## src/rtl/wsdf_pkg.sv

```systemverilog
package wsdf_pkg;

   // Frame parser phases
   typedef enum logic [2:0] {
      PH_HDR0 = 3'd0,
      PH_HDR1 = 3'd1,
      PH_EXT0 = 3'd2,
      PH_EXT1 = 3'd3,
      PH_DATA = 3'd4,
      PH_SKIP = 3'd5
   } phase_type;

   // Result kinds
   localparam logic [1:0] KIND_DATA      = 2'd0;
   localparam logic [1:0] KIND_EMPTY     = 2'd1;
   localparam logic [1:0] KIND_CLOSE     = 2'd2;
   localparam logic [1:0] KIND_TOO_LARGE = 2'd3;

   localparam logic [3:0]  OP_CLOSE       = 4'd8;
   localparam logic [3:0]  OP_NONE        = 4'd0;
   localparam logic [6:0]  LEN_EXT16      = 7'd126;
   localparam int          LIMIT_W        = 17;
   localparam logic [16:0] LIMIT_RESET    = 17'd4096;
   localparam logic [16:0] LIMIT_MAX      = 17'd65536;

   // One result transfer
   typedef struct packed {
      logic [1:0]  kind;
      logic [7:0]  payload_byte;
      logic [15:0] byte_offset;
      logic [3:0]  message_opcode;
      logic        last;
      logic [15:0] message_length;
   } result_type;

endpackage

```

## src/rtl/websocket_frame_deframer.sv

```systemverilog
// Channel  | Valid      | Stall      | Payload
// ---------+------------+------------+------------------------------------------
// request  | req_valid  | req_stall  | req_stream_byte
// response | rsp_valid  | rsp_stall  | rsp_kind, rsp_payload_byte, rsp_byte_offset,
//          |            |            | rsp_message_opcode, rsp_last, rsp_message_length
// csr      | csr_wr_en  | -          | csr_wr_data (buffer limit)
//
// One stream byte is taken per cycle while req_stall is low; its result, if any,
// is registered in the output register, or in the skid register if that one stays full.
// The parser state updates on each accepted byte; a two-entry output stage (output
// register plus skid register) sets the rate and stalls input only when both are full.
// Synchronous active-high reset returns the parser to the first header byte
// and empties the output stage; the buffer limit returns to 4096.
module websocket_frame_deframer (
   input  logic        clock,
   input  logic        reset,
   input  logic        req_valid,
   output logic        req_stall,
   input  logic [7:0]  req_stream_byte,
   output logic        rsp_valid,
   input  logic        rsp_stall,
   output logic [1:0]  rsp_kind,
   output logic [7:0]  rsp_payload_byte,
   output logic [15:0] rsp_byte_offset,
   output logic [3:0]  rsp_message_opcode,
   output logic        rsp_last,
   output logic [15:0] rsp_message_length,
   input  logic        csr_wr_en,
   input  logic [wsdf_pkg::LIMIT_W-1:0] csr_wr_data
);
   import wsdf_pkg::*;

   // State
   logic [LIMIT_W-1:0] buffer_limit_ff;
   phase_type          phase_ff, phase_in;
   logic               fin_seen_ff, fin_seen_in;
   logic [3:0]         latched_opcode_ff, latched_opcode_in;
   logic [7:0]         length_high_ff, length_high_in;
   logic [15:0]        frame_remaining_ff, frame_remaining_in;
   logic [15:0]        message_total_ff, message_total_in;

   // Output stage
   logic               out_valid_ff, skid_valid_ff;
   result_type         out_data_ff, skid_data_ff;

   logic               req_fire, rsp_fire;
   logic               has_result;
   result_type         result;

   // Shared length decode
   logic [7:0]         b;
   logic [15:0]        hdr_len;
   logic               len_known;
   logic [LIMIT_W-1:0] eff_limit;
   logic [LIMIT_W-1:0] total_sum;
   logic               is_closing, too_large, skip_frame;
   logic [15:0]        remaining_dec;

   assign b         = req_stream_byte;
   assign req_stall = skid_valid_ff;
   assign req_fire  = req_valid && !req_stall;
   assign rsp_fire  = out_valid_ff && !rsp_stall;

   assign hdr_len   = (phase_ff == PH_EXT1) ? {length_high_ff, b} : {9'd0, b[6:0]};
   assign len_known = (phase_ff == PH_EXT1) ||
                      (phase_ff == PH_HDR1 && b[6:0] != LEN_EXT16);
   assign eff_limit = (buffer_limit_ff > LIMIT_MAX) ? LIMIT_MAX : buffer_limit_ff;
   assign total_sum = {1'b0, message_total_ff} + {1'b0, hdr_len};
   assign is_closing = (latched_opcode_ff == OP_CLOSE);
   assign too_large  = !is_closing && (total_sum >= eff_limit);
   assign skip_frame = is_closing || too_large;
   assign remaining_dec = frame_remaining_ff - 16'd1;

   // Next state
   always_comb begin
      phase_in           = phase_ff;
      fin_seen_in        = fin_seen_ff;
      latched_opcode_in  = latched_opcode_ff;
      length_high_in     = length_high_ff;
      frame_remaining_in = frame_remaining_ff;
      message_total_in   = message_total_ff;
      case (phase_ff)
         PH_HDR1, PH_EXT1: begin
            if (!len_known) begin
               phase_in = PH_EXT0;
            end else if (hdr_len == 16'd0 && (skip_frame || fin_seen_ff)) begin
               phase_in          = PH_HDR0;
               fin_seen_in       = 1'b0;
               latched_opcode_in = OP_NONE;
               message_total_in  = 16'd0;
            end else if (hdr_len == 16'd0) begin
               phase_in = PH_HDR0;
            end else begin
               frame_remaining_in = hdr_len;
               phase_in           = skip_frame ? PH_SKIP : PH_DATA;
            end
         end
         PH_EXT0: begin
            length_high_in = b;
            phase_in       = PH_EXT1;
         end
         PH_DATA: begin
            frame_remaining_in = remaining_dec;
            message_total_in   = message_total_ff + 16'd1;
            if (remaining_dec == 16'd0) begin
               phase_in = PH_HDR0;
               if (fin_seen_ff) begin
                  fin_seen_in       = 1'b0;
                  latched_opcode_in = OP_NONE;
                  message_total_in  = 16'd0;
               end
            end
         end
         PH_SKIP: begin
            frame_remaining_in = remaining_dec;
            if (remaining_dec == 16'd0) begin
               phase_in          = PH_HDR0;
               fin_seen_in       = 1'b0;
               latched_opcode_in = OP_NONE;
               message_total_in  = 16'd0;
            end
         end
         default: begin
            fin_seen_in = b[7];
            phase_in    = PH_HDR1;
            if (latched_opcode_ff == OP_NONE) begin
               latched_opcode_in = b[3:0];
            end
         end
      endcase
   end

   // Result for this byte
   always_comb begin
      has_result            = 1'b0;
      result.kind           = KIND_DATA;
      result.payload_byte   = 8'd0;
      result.byte_offset    = 16'd0;
      result.message_opcode = latched_opcode_ff;
      result.last           = 1'b0;
      result.message_length = message_total_ff;
      case (phase_ff)
         PH_HDR1, PH_EXT1: begin
            if (len_known && too_large) begin
               has_result  = 1'b1;
               result.kind = KIND_TOO_LARGE;
            end else if (len_known && !skip_frame && hdr_len == 16'd0 && fin_seen_ff) begin
               has_result  = 1'b1;
               result.kind = KIND_EMPTY;
               result.last = 1'b1;
            end
         end
         PH_EXT0, PH_SKIP: begin
            has_result = 1'b0;
         end
         PH_DATA: begin
            has_result            = 1'b1;
            result.payload_byte   = b;
            result.byte_offset    = message_total_ff;
            result.last           = fin_seen_ff && (remaining_dec == 16'd0);
            result.message_length = message_total_ff + 16'd1;
         end
         default: begin
            if (latched_opcode_ff == OP_NONE && b[3:0] == OP_CLOSE) begin
               has_result            = 1'b1;
               result.kind           = KIND_CLOSE;
               result.message_opcode = OP_CLOSE;
            end
         end
      endcase
   end

   // Parser state and buffer limit
   always_ff @(posedge clock) begin
      if (reset) begin
         buffer_limit_ff    <= LIMIT_RESET;
         phase_ff           <= PH_HDR0;
         fin_seen_ff        <= 1'b0;
         latched_opcode_ff  <= OP_NONE;
         length_high_ff     <= 8'd0;
         frame_remaining_ff <= 16'd0;
         message_total_ff   <= 16'd0;
      end else begin
         if (csr_wr_en) begin
            buffer_limit_ff <= csr_wr_data;
         end
         if (req_fire) begin
            phase_ff           <= phase_in;
            fin_seen_ff        <= fin_seen_in;
            latched_opcode_ff  <= latched_opcode_in;
            length_high_ff     <= length_high_in;
            frame_remaining_ff <= frame_remaining_in;
            message_total_ff   <= message_total_in;
         end
      end
   end

   // Output register and skid register
   always_ff @(posedge clock) begin
      if (reset) begin
         out_valid_ff  <= 1'b0;
         skid_valid_ff <= 1'b0;
      end else if (skid_valid_ff) begin
         if (rsp_fire) begin
            out_data_ff   <= skid_data_ff;
            skid_valid_ff <= 1'b0;
         end
      end else if (req_fire && has_result) begin
         if (!out_valid_ff || rsp_fire) begin
            out_data_ff  <= result;
            out_valid_ff <= 1'b1;
         end else begin
            skid_data_ff  <= result;
            skid_valid_ff <= 1'b1;
         end
      end else if (rsp_fire) begin
         out_valid_ff <= 1'b0;
      end
   end

   assign rsp_valid          = out_valid_ff;
   assign rsp_kind           = out_data_ff.kind;
   assign rsp_payload_byte   = out_data_ff.payload_byte;
   assign rsp_byte_offset    = out_data_ff.byte_offset;
   assign rsp_message_opcode = out_data_ff.message_opcode;
   assign rsp_last           = out_data_ff.last;
   assign rsp_message_length = out_data_ff.message_length;

`ifndef SYNTHESIS
   // Skid register only holds a transfer behind a full output register
   a_skid_behind_out: assert property (@(posedge clock) disable iff (reset)
      skid_valid_ff |-> out_valid_ff)
      else $error("skid register full while output register empty");

   // Payload phases always have bytes left
   a_remaining_nonzero: assert property (@(posedge clock) disable iff (reset)
      (phase_ff == PH_DATA || phase_ff == PH_SKIP) |-> frame_remaining_ff != 16'd0)
      else $error("payload phase with no bytes remaining");

   // A message end starts a fresh message
   a_last_fresh: assert property (@(posedge clock) disable iff (reset)
      (req_fire && has_result && result.last) |=>
         (phase_ff == PH_HDR0 && message_total_ff == 16'd0 &&
          latched_opcode_ff == OP_NONE))
      else $error("message end did not start a fresh message");
`endif

endmodule
```

## config.mk

```make
export PLATFORM = sky130hd
export DESIGN_NAME = websocket_frame_deframer
export DESIGN_NICKNAME = d
export VERILOG_FILES = /design/src/rtl/wsdf_pkg.sv /design/src/rtl/websocket_frame_deframer.sv
export SDC_FILE = /design/constraint.sdc
export NUM_CORES = 1
export LEC_CHECK = 0
export BUFFER_PORTS_ARGS = -buffer_cell sky130_fd_sc_hd__buf_4
export CELL_PAD_IN_SITES_DETAIL_PLACEMENT = 1
export CELL_PAD_IN_SITES_GLOBAL_PLACEMENT = 1
export CORE_MARGIN = 3
export CORE_UTILIZATION = 25
export CTS_CLUSTER_DIAMETER = 100
export DETAILED_ROUTE_END_ITERATION = 12
export PLACE_DENSITY_LB_ADDON = 0.3
export SYNTH_ARGS = -nofsm -noshare
export SYNTH_HDL_FRONTEND = slang
export SYNTH_SLANG_ARGS = --single-unit
```

## constraint.sdc

```tcl
create_clock -name clock -period 18.8 [get_ports clock]
set_input_delay 0 -clock clock [delete_from_list [all_inputs] [get_ports clock]]
set_output_delay 0 -clock clock [all_outputs]
set_load 0.05 [all_outputs]
```

==> results of run 1 <==
[worst min-delay path by stage]
stage / start / endpoint
after floorplan: csr_wr_data[12] / buffer_limit_ff[12]
after global placement: csr_wr_data[12] / buffer_limit_ff[12]
after detailed placement: csr_wr_data[9] / buffer_limit_ff[9]
after CTS: csr_wr_en / buffer_limit_ff[12]
after global routing: csr_wr_en / buffer_limit_ff[12]
final: csr_wr_en / buffer_limit_ff[12]
[cell families after synthesis]
| group | count (synthesis) | share of synthesized area [%] |
|---|---|---|
| simple gates | 298 | 17.2 |
| compound gates | 176 | 13.5 |
| flops | 161 | 48.9 |
| mux | 71 | 9.01 |
| buf+inv | 60 | 2.71 |
| fa+ha+maj | 38 | 5.68 |
| xor+xnor | 28 | 2.88 |
[per-stage QoR]
stage	power (mW)	utilization (%)	worst slack (ns)	instances
floorplan	0.467	-	11.23	832
global placement	0.499	28.9	12.91	1315
detailed placement	0.501	28.9	12.80	1315
CTS	0.867	32.0	12.76	1389
global route	0.894	32.0	12.07	1389
finish	0.855	32.0	12.77	1389
[cell usage after synthesis (8+ instances only)]
cell type,n
mux2i_1,26
ha_1,37
nand2_1,81
inv_1,15
and2_1,29
xnor2_1,23
nor2b_1,8
clkbuf_1,42
o21ai_0,47
a31oi_1,10
nor3_1,24
a21o_1,8
nor2_1,74
nand2b_1,11
o31ai_1,9
a21oi_1,46
nand3_1,21
nor4_1,9
dfxtp_1,67
edfxtp_1,94
mux2_2,45
[layout make-up]
type	count	share of cell area [%]
Clock inverter	12	1.05
Timing Repair Buffer	127	10.0
Inverter	16	0.568
Tap cell	442	5.23
Clock buffer	20	4.53
Multi-Input combinational cell	611	39.2
Sequential cell	161	39.4
[power by group]
group | total (mW) | switching [mW] | internal (mW)
Combinational | 0.111 | 0.0683 | 0.0429
Clock | 0.356 | 0.165 | 0.191
Sequential | 0.388 | 0.00843 | 0.379
Total | 0.855 | 0.242 | 0.613
[critical path, delay by kind of cell (launching register included)]
family | cells | cell delay [ns]
simple gates | 7 | 1.42
compound gates | 9 | 2.63
xor+xnor | 1 | 0.14
flops | 1 | 0.45
fa+ha+maj | 2 | 0.56
buf+inv | 2 | 0.48
[timing repair]
item / in CTS / in global routing
hold buffers: 42 / 0
buffers inserted: 0 / 0
hold endpoints to repair: 37 / 0
[routing by layer]
metal | vias up | global-route usage [%] | wire [microns]
met1 | 3235 | 18.8 | 11600
li1 | 3256 | - | -
met3 | 22 | 2.68 | 975
met4 | 0 | 3.19 | 305
met5 | - | 0 | 0
met2 | 97 | 21.6 | 10900
[sequential cells by signal, indices dropped and copies added, names as in the netlist]
name / cells
req_stall: 1
length_high_ff: 8
rsp_last: 1
rsp_message_opcode: 4
skid_data_ff: 47
rsp_kind: 2
buffer_limit_ff: 17
frame_remaining_ff: 16
rsp_message_length: 16
phase_ff: 3
rsp_payload_byte: 8
rsp_valid: 1
rsp_byte_offset: 16
message_total_ff: 16
fin_seen_ff: 1
latched_opcode_ff: 4
==> reports/metrics.yaml, run 1 <==
tightestPinTransition_ns: 0.992
ys_ff_latch: 161
numCtsBuffers: 17
num_vias: 6610
cts_max_level: 4
initial_core_util_pct: 25.8
synthTopCellsByArea: "edfxtp_1, dfxtp_1, mux2_2"
clk_pin_slew_ns: 0.08
start_kind: "flip-flop"
grt_pass1_wl_mm: 38.5
io_pins: 79
hold_violations: 0
viasPerCell: 4.76
synth_top_area_cell: "edfxtp_1"
reg2reg_to: "skid_data_ff[6]"
layout_commonest_cell: "edfxtp_1"
fillerInstances: 3755
end_kind: "flip-flop"
area_growth_pct: 24.2
grt_use_total_pct: 13.5
maxSlewHeadroom_pct: 33.9
place_congestion: 0.819
worstPathArrival_ns: 6.15
multi_input_area_sq_um: 4140
final.period_utilization_pct: 32.1
period_minus_slack_ns: 6.03
synth_top_area_share_pct: 33.2
rows: 66
drc_errors: 0
syn_avg_cell_area_sq_um: 10.2
totalWireLength_mm: 23.8
syn_inst: 832
postSynth.asyncResetShare_pct: 0
synth-edff-count: 94
setup_viol: 0
antenna_found_initial: 0
drv_slew: 0
vdd_drop_max_v: 0.0000659
cp_data_required_time_ns: 18.92
wl_per_cell_microns: 17.1
fin_nets: 1002
gr-total-overflow: 0
layout_common_cells: "edfxtp_1, buf_4, nand2_1, nor2_1, dfxtp_1"
path_class: "flip-flop to flip-flop"
placed_area_sq_um: 9560
whs_path_depth: 3
die_area_sq_um: 36300
yosysWarnings: 0
cts_tree: "done"
cts_resized: 0
ff_latch_area_sq_um: 4170
clock-sinks: 161
crit_chain: "and3b_1, nand2_1, inv_1, ha_1, and2_1, o21ai_0, a31oi_1, nand4_1, nand4b_1, a21oi_1, xnor2_1, ha_1, a2111oi_0, o21ai_0, a221o_1, a31oi_1, nor2_1, o21a_1, o31ai_1, nor3_2, buf_4"
place_hpwl_mm: 17.1
worst-r2r-cell-count: 21
fin_skew_ns: 0.0171
drive_above_1_share_pct: 19.5
io_buffers: 78
fp.dieH_microns: 190
yosysUniqueCellTypes: 67
grt_pass1_vias: 6758
grt_max_degree: 55
drt.antenna.violating_nets: 0
synth-main-ff-cell: "edfxtp_1"
die_w_microns: 190
p_per_area_nw_per_um2: 80.9
n_antenna_cell: 0
critPathCapture: "skid_data_ff[6]"
clock.fmax_ghz: 0.166
clk_path_buf_depth: 2
finalInstanceArea_sq_um: 10600
rrSetupSlack_ns: 12.77
initialDrtViolationCount: 288
hp-class: "input port to flip-flop"
synth_area_sq_um: 8510
max-cap-violations: 0
synth_nets: 900
crit_start: "phase_ff[0]"
rsz0062_at_grt: "no"
coreArea_sq_um: 33000
slowest_delay_ns: 0.62
cpMaxStageDelayCell: "o31ai_1"
leakagePower_nw: 4.15
critPathMaxFanout: 40
outcome: "finished, final reports clean"
insertion_delay_ns: 0.43
hold_slack_ns: 0.0267
ctsRootBufferMaster: "clkbuf_16"
setup_tns_ns: 0
synth-seq-area-share_pct: 48.9
r2r-start: "phase_ff[0]"
dr.pass1.iters: 4
Note: power is estimated with default switching activity, not from simulation.
==> run 2, diff against run 1 <==
- clock period: 18.8 -> 6 ns (I/O delays scaled with it)
==> reports/metrics.yaml, run 2 (synthesis gave the netlist of run 1 again) <==
rsz0062_at_grt: "no"
p_int_mw: 1.95
ctsRootBufferMaster: "clkbuf_16"
initialDrtViolationCount: 284
placed_area_sq_um: 9580
combPwrFrac_pct: 13.2
max-cap-violations: 0
critPathMaxFanout: 31
clock-sinks: 161
clock.fmax_ghz: 0.183
maxSlewHeadroom_pct: 36.0
gr-total-overflow: 0
area_growth_pct: 25.3
wl_per_cell_microns: 17.2
grt_max_degree: 55
hp-class: "input port to flip-flop"
drt.antenna.violating_nets: 0
drive_above_1_share_pct: 20.2
drv_slew: 0
leakagePower_nw: 4.21
layout_commonest_cell: "edfxtp_1"
place_congestion: 0.779
die_area_sq_um: 36300
num_vias: 6635
clockPowerShare_pct: 41.7
pre_cts_slack_ns: 0.191
p_sw_share_pct: 27.5
grt_use_total_pct: 13.5
io_buffers: 78
p_per_area_nw_per_um2: 252
vdd_drop_max_v: 0.000204
power.switching_mw: 0.740
slowest_delay_ns: 0.45
layout_common_cells: "edfxtp_1, buf_4, nand2_1, nor2_1, dfxtp_1"
die_w_microns: 190
drc_errors: 0
fin_nets: 1010
clk_path_buf_depth: 2
cts_max_level: 4
grt_pass1_wl_mm: 38.5
crit_chain: "ha_1, inv_1, fa_1, nor2b_1, o31a_1, o211ai_1, a21oi_1, nor2_1, a211o_1, o21a_1, xnor2_1, ha_1, a2111oi_0, o21ai_0, a221o_1, a31oi_1, nor2_1, o21a_1, o31ai_1, buf_4, nor3_4, buf_12, buf_4"
power_mw: 2.69
coreArea_sq_um: 33000
antenna_found_initial: 0
seqPwrFrac_pct: 45.1
setup_tns_ns: 0
setup_viol: 0
hold_violations: 0
worstPathArrival_ns: 5.61
largest_register: "skid_data_ff"
numCtsBuffers: 17
largestRegisters: "skid_data_ff (47), buffer_limit_ff (17)"
period_minus_slack_ns: 5.46
initial_core_util_pct: 25.8
cts_tree: "done"
finalInstanceArea_sq_um: 10700
utilization_pct: 32.3
viasPerCell: 4.75
tightestPinTransition_ns: 0.960
place_hpwl_mm: 17.4
rows: 66
fin_skew_ns: 0.0156
cp_data_required_time_ns: 6.14
clk_pin_slew_ns: 0.06
end_kind: "flip-flop"
setup_slack_ns: 0.539
totalWireLength_mm: 24.0
dr.pass1.iters: 5
path_class: "flip-flop to flip-flop"
insertion_delay_ns: 0.43
final.period_utilization_pct: 91.0
cpMaxStageDelayCell: "dfxtp_1"
n_antenna_cell: 0
grt_pass1_vias: 6690
io_pins: 79
outcome: "finished, final reports clean"
fp.dieH_microns: 190
start_kind: "flip-flop"
largest_reg_flops: 47
## run 2: cell type report
cell class / count / area, sq um
fill: 3733 / 22400
inverter: 16 / 60.1
clock buffer: 18 / 429
multi-input combinational: 611 / 4150
clock inverter: 14 / 174
sequential: 161 / 4170
timing repair buffer: 135 / 1130
tap: 442 / 553
## run 2: routing by layer
metal	global-route usage, %	up-vias	share of wire [%]
met5	0	-	0
met4	3.44	0	0.95
met3	2.32	16	3.7
met2	21.5	93	46
met1	19.1	3257	49
li1	-	3269	-
## run 2: power by group through the flow
stage | Clock [mW] | Combinational, mW | Sequential (mW)
floorplan | 0 | 0.209 | 1.25
global placement | 0 | 0.330 | 1.24
detailed placement | 0 | 0.333 | 1.24
CTS | 1.16 | 0.357 | 1.21
global route | 1.20 | 0.392 | 1.22
finish | 1.12 | 0.354 | 1.21
## run 2: timing repair
item                                    4_1_cts  5_1_grt
endpoints found under the hold margin        46        0
endpoints found under the setup margin        0       62
hold buffers                                 42        0
setup buffers                                 0        6
gates resized for setup                       0        1
## run 2: path summary, 6_finish.rpt
kind                                              from                     end  slack, ns  cells after the start
worst max-delay path               message_total_ff[0]        skid_data_ff[15]       0.54                     23
worst min-delay path                         csr_wr_en     buffer_limit_ff[12]       0.04                      3
worst max register to register     message_total_ff[0]        skid_data_ff[15]       0.54                     23
worst min register to register  frame_remaining_ff[13]  frame_remaining_ff[13]       0.48                      2
## run 2: through the flow
| step | cells | hold WS (ns) |
|---|---|---|
| after global routing | 1397 | 0.0483 |
| final | 1397 | 0.0399 |
| after detailed placement | 1317 | 0.244 |
| after CTS | 1391 | 0.0194 |
| after global placement | 1317 | 0.228 |
| after floorplan | 832 | 0.129 |
## run 2: worst max-delay path: cells and delay by family (launching register included)
family	cells	cell delay [ns]
adder cells (fa/ha/maj)	3	0.85
AND/OR/NAND/NOR	4	0.48
buffers and inverters	4	0.67
XOR/XNOR	1	0.13
AO/OA/AOI/OAI	11	2.60
flip-flops	1	0.45
